File: config.mk
export PLATFORM = sky130hd
export DESIGN_NAME = civil_time_to_epoch_seconds_usec
export DESIGN_NICKNAME = d
export VERILOG_FILES = /design/src/rtl/civt_pkg.sv /design/src/rtl/civt_div.sv /design/src/rtl/civil_time_to_epoch_seconds_usec.sv
export SDC_FILE = /design/constraint.sdc
export NUM_CORES = 2
export LEC_CHECK = 0
export ABC_AREA = 0
export ABC_CLOCK_PERIOD_IN_PS = 20600
export BUFFER_PORTS_ARGS = -buffer_cell sky130_fd_sc_hd__buf_2
export CAP_MARGIN = 20
export CELL_PAD_IN_SITES_DETAIL_PLACEMENT = 1
export CELL_PAD_IN_SITES_GLOBAL_PLACEMENT = 1
export CORE_MARGIN = 2
export CORE_UTILIZATION = 47
export DETAILED_ROUTE_END_ITERATION = 8
export PLACE_DENSITY_LB_ADDON = 0.1
export SYNTH_ARGS = -nofsm -noshare
export SYNTH_HDL_FRONTEND = slang
export SYNTH_SLANG_ARGS = --single-unit
File: constraint.sdc
create_clock -name clk -period 20.6 [get_ports clk]
set_input_delay 1.03 -clock clk [delete_from_list [all_inputs] [get_ports clk]]
set_output_delay 1.03 -clock clk [all_outputs]
set_load 0.1 [all_outputs]
File: src/rtl/civt_pkg.sv
// Shared types, constants and the month table for the civil time converter.
// No dependencies; imported by civt_div and civil_time_to_epoch_seconds_usec.
`default_nettype none

package civt_pkg;

  localparam int YEAR_W    = 12;
  localparam int MONTH_W   = 4;
  localparam int DAY_W     = 5;
  localparam int HOUR_W    = 5;
  localparam int MIN_W     = 6;
  localparam int SEC_W     = 6;
  localparam int TICK_W    = 64;
  localparam int FREQ_W    = 32;
  localparam int EPOCH_W   = 32;
  localparam int USEC_W    = 20;

  // Year offsets run 0..129, so they need eight bits.
  localparam int YOFF_W    = 8;
  localparam int MDAYS_W   = 9;
  localparam int HMS_W     = 17;

  localparam logic [YEAR_W-1:0]  YEAR_BASE      = 12'd1970;
  localparam logic [YEAR_W-1:0]  YEAR_TOP       = 12'd2099;
  localparam logic [FREQ_W-1:0]  FREQ_RESET     = 32'd100;
  localparam logic [FREQ_W-1:0]  FALLBACK_RATE  = 32'd100;
  localparam logic [16:0]        SECS_PER_DAY   = 17'd86400;
  localparam logic [11:0]        SECS_PER_HOUR  = 12'd3600;
  localparam logic [5:0]         SECS_PER_MIN   = 6'd60;
  localparam logic [USEC_W-1:0]  USEC_PER_SEC   = 20'd1000000;
  localparam logic [8:0]         DAYS_PER_YEAR  = 9'd365;

  // The divider retires one quotient bit per cycle over the full dividend.
  localparam int DIV_STEPS = TICK_W;
  localparam int DIV_CNT_W = $clog2(DIV_STEPS);

  typedef struct packed {
    logic                start;
    logic [TICK_W-1:0]   dividend;
    logic [FREQ_W-1:0]   divisor;
  } div_req_t;

  // Days in the months before the given zero-based month; index 12 is a full year.
  function automatic logic [MDAYS_W-1:0] days_before_month(input logic [MONTH_W-1:0] midx);
    logic [MDAYS_W-1:0] d;
    unique case (midx)
      4'd0:    d = 9'd0;
      4'd1:    d = 9'd31;
      4'd2:    d = 9'd59;
      4'd3:    d = 9'd90;
      4'd4:    d = 9'd120;
      4'd5:    d = 9'd151;
      4'd6:    d = 9'd181;
      4'd7:    d = 9'd212;
      4'd8:    d = 9'd243;
      4'd9:    d = 9'd273;
      4'd10:   d = 9'd304;
      4'd11:   d = 9'd334;
      default: d = 9'd365;
    endcase
    return d;
  endfunction

endpackage

`default_nettype wire

File: src/rtl/civt_div.sv
// Radix-2 restoring divider shared by the modulo and the scaling divide.
// Depends on civt_pkg for widths and the request struct.
`default_nettype none

module civt_div (
  input  wire logic                    clk,
  input  wire logic                    rst_n,
  input  wire civt_pkg::div_req_t      req,
  output logic [civt_pkg::TICK_W-1:0]  quotient,
  output logic [civt_pkg::FREQ_W-1:0]  remainder,
  output logic                         done
);
  import civt_pkg::*;

  logic                  run_r,  run_nxt;
  logic [DIV_CNT_W-1:0]  cnt_r,  cnt_nxt;
  logic [TICK_W-1:0]     quo_r,  quo_nxt;
  logic [FREQ_W-1:0]     rem_r,  rem_nxt;
  logic [FREQ_W-1:0]     dvs_r,  dvs_nxt;
  logic                  done_r, done_nxt;

  logic [FREQ_W:0]       trial;
  logic                  ge;

  // The partial remainder stays below the divisor, so the shifted trial needs one extra bit.
  assign trial = {rem_r, quo_r[TICK_W-1]};
  assign ge    = (trial >= {1'b0, dvs_r});

  always_comb begin
    run_nxt  = run_r;
    cnt_nxt  = cnt_r;
    quo_nxt  = quo_r;
    rem_nxt  = rem_r;
    dvs_nxt  = dvs_r;
    done_nxt = 1'b0;
    if (req.start) begin
      run_nxt = 1'b1;
      cnt_nxt = '0;
      quo_nxt = req.dividend;
      rem_nxt = '0;
      dvs_nxt = req.divisor;
    end else if (run_r) begin
      quo_nxt = {quo_r[TICK_W-2:0], ge};
      rem_nxt = ge ? FREQ_W'(trial - {1'b0, dvs_r}) : trial[FREQ_W-1:0];
      cnt_nxt = cnt_r + 1'b1;
      if (cnt_r == DIV_CNT_W'(DIV_STEPS - 1)) begin
        run_nxt  = 1'b0;
        done_nxt = 1'b1;
      end
    end
  end

  always_ff @(posedge clk) begin
    if (!rst_n) begin
      run_r  <= 1'b0;
      cnt_r  <= '0;
      done_r <= 1'b0;
    end else begin
      run_r  <= run_nxt;
      cnt_r  <= cnt_nxt;
      done_r <= done_nxt;
    end
    quo_r <= quo_nxt;
    rem_r <= rem_nxt;
    dvs_r <= dvs_nxt;
  end

  assign quotient  = quo_r;
  assign remainder = rem_r;
  assign done      = done_r;

endmodule

`default_nettype wire

File: src/rtl/civil_time_to_epoch_seconds_usec.sv
// Top level: civil date and tick count to epoch seconds and microseconds.
// Depends on civt_pkg and civt_div.
`default_nettype none

// A reading is taken at a clock edge with start high and busy low; busy then stays high
// until the result appears. The result appears on out_epoch_seconds and out_microseconds
// for one cycle with out_valid high, 133 cycles after the accepting edge, and the receiver
// must take it in that cycle. The time is set by the shared radix-2 divider, which makes
// two 64-step passes: tick_count modulo the tick frequency, then that remainder times
// one million divided by the frequency. The date arithmetic runs alongside the first pass.
// A tick frequency of zero is treated as 100 Hz. cfg_wdata is loaded into the frequency
// register whenever cfg_we is high; write it only while busy is low.
module civil_time_to_epoch_seconds_usec (
  input  wire logic                         clk,
  input  wire logic                         rst_n,
  input  wire logic                         start,
  output logic                              busy,
  input  wire logic [civt_pkg::YEAR_W-1:0]  in_year,
  input  wire logic [civt_pkg::MONTH_W-1:0] in_month,
  input  wire logic [civt_pkg::DAY_W-1:0]   in_day_of_month,
  input  wire logic [civt_pkg::HOUR_W-1:0]  in_hour,
  input  wire logic [civt_pkg::MIN_W-1:0]   in_minute,
  input  wire logic [civt_pkg::SEC_W-1:0]   in_second,
  input  wire logic [civt_pkg::TICK_W-1:0]  in_tick_count,
  output logic                              out_valid,
  output logic [civt_pkg::EPOCH_W-1:0]      out_epoch_seconds,
  output logic [civt_pkg::USEC_W-1:0]       out_microseconds,
  input  wire logic                         cfg_we,
  input  wire logic [civt_pkg::FREQ_W-1:0]  cfg_wdata
);
  import civt_pkg::*;

  typedef enum logic [2:0] {
    S_IDLE,
    S_DATE,
    S_REM,
    S_SCALE,
    S_QSTART,
    S_QUO
  } state_t;

  state_t               state_r;
  logic [FREQ_W-1:0]    freq_r;

  logic [YEAR_W-1:0]    year_r;
  logic [MONTH_W-1:0]   month_r;
  logic [DAY_W-1:0]     day_r;
  logic [HOUR_W-1:0]    hour_r;
  logic [MIN_W-1:0]     minute_r;
  logic [SEC_W-1:0]     second_r;
  logic [TICK_W-1:0]    ticks_r;
  logic [FREQ_W-1:0]    dvs_r;

  logic [EPOCH_W-1:0]   days_r;
  logic [HMS_W-1:0]     hms_r;
  logic [EPOCH_W-1:0]   secs_r;
  logic [TICK_W-1:0]    prod_r;

  logic                 out_valid_r;
  logic [EPOCH_W-1:0]   out_secs_r;
  logic [USEC_W-1:0]    out_usec_r;

  logic [YEAR_W-1:0]    year_sat;
  logic [YOFF_W-1:0]    yoff;
  logic [MONTH_W-1:0]   midx;
  logic                 leap_add;
  logic [EPOCH_W-1:0]   days_nxt;
  logic [HMS_W-1:0]     hms_nxt;

  div_req_t             div_req;
  logic [TICK_W-1:0]    div_quo;
  logic [FREQ_W-1:0]    div_rem;
  logic                 div_done;

  // Date arithmetic on the captured reading; all small constant multiplies.
  always_comb begin
    if (year_r < YEAR_BASE) begin
      year_sat = YEAR_BASE;
    end else if (year_r > YEAR_TOP) begin
      year_sat = YEAR_TOP;
    end else begin
      year_sat = year_r;
    end
    yoff = YOFF_W'(year_sat - YEAR_BASE);
    if (month_r == '0) begin
      midx = '0;
    end else begin
      midx = month_r - 1'b1;
    end
    leap_add = (month_r > MONTH_W'(2)) && (year_sat[1:0] == 2'b00);
    // Day zero wraps the total down by one, kept modulo 2^32 like the seconds.
    days_nxt = EPOCH_W'(yoff) * EPOCH_W'(DAYS_PER_YEAR)
             + EPOCH_W'((YOFF_W'(yoff) + 1'b1) >> 2)
             + EPOCH_W'(days_before_month(midx))
             + EPOCH_W'(leap_add)
             + EPOCH_W'(day_r) - EPOCH_W'(1);
    hms_nxt = HMS_W'(hour_r) * HMS_W'(SECS_PER_HOUR)
            + HMS_W'(minute_r) * HMS_W'(SECS_PER_MIN)
            + HMS_W'(second_r);
  end

  always_comb begin
    div_req.start    = (state_r == S_DATE) || (state_r == S_QSTART);
    div_req.dividend = (state_r == S_DATE) ? ticks_r : prod_r;
    div_req.divisor  = dvs_r;
  end

  civt_div u_div (
    .clk       (clk),
    .rst_n     (rst_n),
    .req       (div_req),
    .quotient  (div_quo),
    .remainder (div_rem),
    .done      (div_done)
  );

  always_ff @(posedge clk) begin
    if (!rst_n) begin
      state_r     <= S_IDLE;
      freq_r      <= FREQ_RESET;
      out_valid_r <= 1'b0;
    end else begin
      out_valid_r <= 1'b0;
      if (cfg_we) begin
        freq_r <= cfg_wdata;
      end
      unique case (state_r)
        S_IDLE: begin
          if (start) begin
            state_r <= S_DATE;
          end
        end
        S_DATE: begin
          state_r <= S_REM;
        end
        S_REM: begin
          if (div_done) begin
            state_r <= S_SCALE;
          end
        end
        S_SCALE: begin
          state_r <= S_QSTART;
        end
        S_QSTART: begin
          state_r <= S_QUO;
        end
        S_QUO: begin
          if (div_done) begin
            out_valid_r <= 1'b1;
            state_r     <= S_IDLE;
          end
        end
        default: begin
          state_r <= S_IDLE;
        end
      endcase
    end

    if (state_r == S_IDLE && start) begin
      year_r   <= in_year;
      month_r  <= in_month;
      day_r    <= in_day_of_month;
      hour_r   <= in_hour;
      minute_r <= in_minute;
      second_r <= in_second;
      ticks_r  <= in_tick_count;
      // With a zero frequency the 100 Hz fallback gives the same result as a 100 Hz divide.
      dvs_r    <= (freq_r == '0) ? FALLBACK_RATE : freq_r;
    end
    if (state_r == S_DATE) begin
      days_r <= days_nxt;
      hms_r  <= hms_nxt;
    end
    if (state_r == S_SCALE) begin
      secs_r <= EPOCH_W'(days_r * EPOCH_W'(SECS_PER_DAY)) + EPOCH_W'(hms_r);
      prod_r <= TICK_W'(div_rem) * TICK_W'(USEC_PER_SEC);
    end
    if (state_r == S_QUO && div_done) begin
      out_secs_r <= secs_r;
      out_usec_r <= div_quo[USEC_W-1:0];
    end
  end

  assign busy              = (state_r != S_IDLE);
  assign out_valid         = out_valid_r;
  assign out_epoch_seconds = out_secs_r;
  assign out_microseconds  = out_usec_r;

endmodule

`default_nettype wire
==> impl_metrics.yaml <==
synthesis:
  synth-seq-cells: 475
  synthArstFlopShare_pct: 0
  synth_area_per_cell_um2: 11.3
  ys_warn_count: 0
  ys.flop_type: "edfxtp_1"
  syn_inst: 2952
  synth_compound_area_share_pct: 10.1
  synth_top_family_by_area: "adder cells"
  synth-adder-area-share_pct: 28.8
  synth-edff-count: 399
  syn_area_um2: 33500
  synthDistinctLibCells: 88
  synth_nets: 3711
  synth_xor_xnor_area_share_pct: 4.32
  ys_seq_area_share_pct: 40.3
  yosys.area_share.simple_pct: 7.32
  synthMuxAreaShare_pct: 2.55
clocking:
  cts_max_level: 2
  clkLatencyLatePin_ns: 0.62
  cts_resized: 0
  clk_pin_slew_worst_paths_ns: 0.06
  post_cts_buffers: 0
  ctsHoldBuffers: 0
  cts_tree: "done"
  cts.sinks: 475
  root_buffer: "clkbuf_16"
  cts_made_buffers: 55
  clockBufferDepth: 3
timing:
  finalSetupViolCount: 0
  drv_slew: 0
  hold_slack_ns: 0.410
  period_share_pct: 41.7
  tightest_slew_ns: 0.996
  maxSlewHeadroom_pct: 33.6
  finalSetupTns_ns: 0
  timing.fmax_mhz: 116
  min_period_ns: 8.59
  final_hold_viol_count: 0
  clock_skew_ns: 0.0393
  rsz0062_at_grt: "no"
detailed_routing:
  vias: 21600
  ant_nets: 0
  drt-wirelength-per-cell_um: 18.9
  drc_errors: 0
  drt-initial-drc-count: 1049
  wl_um: 77500
  drtPass1Iterations: 5
  vias_per_cell: 5.26
global_route:
  gr-usage-all-layers_pct: 21.3
  grtUsageMet2_pct: 35.2
  first_global_vias: 23800
  grt.busiest_layer: "met2"
  gr-total-overflow: 0
  antenna_found_initial: 5
  use_met1_pct: 30.2
  grt_first_pass_wirelength_um: 126000
  grt_max_degree: 87
  grt_util_met3_pct: 2.41
setup_path:
  worstPathArrival_ns: 8.92
  crit_path_max_incr_delay_ns: 0.63
  cp-start-kind: "register"
  required_ns: 20.93
  slowest_stage: "o41ai_1"
  critical_path_class: "register to register"
  r2r_cells: 29
  cp-end-kind: "register"
  cpMostUsedCell: "inv_1"
  critPathMaxFanout: 6
cells_and_area:
  final_area_um2: 37100
  multiInputGateArea_um2: 17800
  fill_cells: 7448
  regArea_um2: 13500
  drive_gt1_share_pct: 10.4
  area_delta_synth_final_pct: 11.0
  final_net_count: 3879
die:
  row_count: 97
  dieArea_um2: 73400
  pin_count: 192
  core_area_um2: 70300
  fp.dieW_um: 271
  initial_core_util_pct: 47.6
  die_h_um: 271
hold_path:
  whs_path_depth: 0
  hp-class: "register to register"
placed_design:
  port_buffers: 191
  gp_congestion: 0.844
  placed_area_um2: 35300
  dpl.hpwl_um: 60600
run:
  cap_violations: 0
status:
  outcome: "finished clean"
-- kinds of logic (layout without fill, tap and decap cells) --
family                     after synthesis  after routing
buffers and inverters                  576            786
xor gates and xnor gates               165            165
and+or+nand+nor                        499            499
AOI/OAI and AO/OA                      530            530
other                                    0              4
DFF                                    475            475
muxes                                   85             85
adders and majority gates              622            622
-- layout make-up --
type | count | area share, %
timing repair buffer | 205 | 2.86
clock buffer | 68 | 3.98
antenna | 4 | 0.0269
sequential | 475 | 36.4
inverter | 482 | 4.87
tap | 940 | 3.17
multi-input combinational | 1901 | 47.9
clock inverter | 31 | 0.852
-- metal layers --
| layer | vias up | wire length [um] |
|---|---|---|
| met4 | 4 | 1610 |
| met1 | 10700 | 36600 |
| li1 | 10500 | - |
| met5 | - | 18 |
| met2 | 339 | 36400 |
| met3 | 104 | 2850 |
-- Yosys cell counts, types with 9 or more instances --
cell type	number	share of area, %
dfxtp_1	76	4.5
nor2_1	108	1.2
o21bai_1	18	0.40
a21oi_1	156	2.3
o21a_1	16	0.36
nor2b_1	55	1.0
nand4_1	27	0.50
o21ai_1	11	0.16
fa_1	246	15
ha_1	375	14
xor2_1	44	1.2
nor3_1	33	0.49
clkbuf_1	83	0.93
a211oi_1	15	0.34
mux2i_1	84	2.5
nand2_1	153	1.7
and2_1	9	0.17
edfxtp_1	399	36
a31oi_1	13	0.24
nand3_1	29	0.43
nor4_1	16	0.30
a21o_1	52	1.2
nand2b_1	22	0.41
and3_1	10	0.19
o21ai_0	151	2.3
xnor2_1	121	3.2
a22o_1	18	0.47
inv_1	481	5.4
-- through the flow --
step | utilization, % | std cells | setup WS, ns
2_1_floorplan | - | 2952 | 12.97
6_report | 52.9 | 4106 | 12.01
3_5_place_dp | 50.3 | 4003 | 11.91
3_3_place_gp | 50.3 | 4003 | 12.28
4_1_cts | 52.8 | 4102 | 11.89
5_1_grt | 52.8 | 4102 | 11.12
-- critical path, delay by kind of cell, from the launching register on --
kind | cells | cell delay (ns)
AO/OA/AOI/OAI | 10 | 2.75
XOR/XNOR | 2 | 0.66
adder cells (fa/ha/maj) | 7 | 2.74
buffers and inverters | 5 | 0.40
flip-flops | 1 | 0.39
AND/OR/NAND/NOR | 5 | 1.37
-- sequential cells by signal, summed over array words and instances, names as in the netlist, 12 cells and up --
| register | flops |
|---|---|
| year_r | 12 |
| prod_r | 46 |
| dvs_r | 32 |
| out_epoch_seconds | 32 |
| hms_r | 17 |
| u_div.dvs_r | 32 |
| days_r | 22 |
| u_div.quotient | 64 |
| ticks_r | 64 |
| secs_r | 32 |
| u_div.remainder | 32 |
| freq_r | 32 |
| out_microseconds | 20 |
-- worst paths after layout --
| check | slack [ns] | to | from |
|---|---|---|---|
| hold reg to reg | 0.41 | out_epoch_seconds[15] | secs_r[15] |
| setup reg to reg | 12.01 | days_r[17] | year_r[10] |
| hold / removal | 0.41 | out_epoch_seconds[15] | secs_r[15] |
| setup / recovery | 12.01 | days_r[17] | year_r[10] |
-- cells in the final DEF, fill, tap and decap left out, drive strengths merged, types with 7 or more instances in the layout --
master  instances
a21oi         159
a22o           18
clkinv         20
o31ai           9
nor4           16
xnor2         121
nor2b          55
fa            246
o21a           16
and3           11
buf           205
nand2b         22
dfxtp          76
clkbuf         68
nor2          108
inv           485
and2            9
ha            375
xor2           44
nand3          29
edfxtp        399
o21ai         164
nand2         153
nand4          27
or2            10
mux2i          84
nor3           34
a31oi          13
o21bai         18
a211oi         15
or3             7
a21o           55
Power is left out: the tool's default activity adds up to more than one toggle a clock period on the data nets, which glitch-free logic cannot reach.
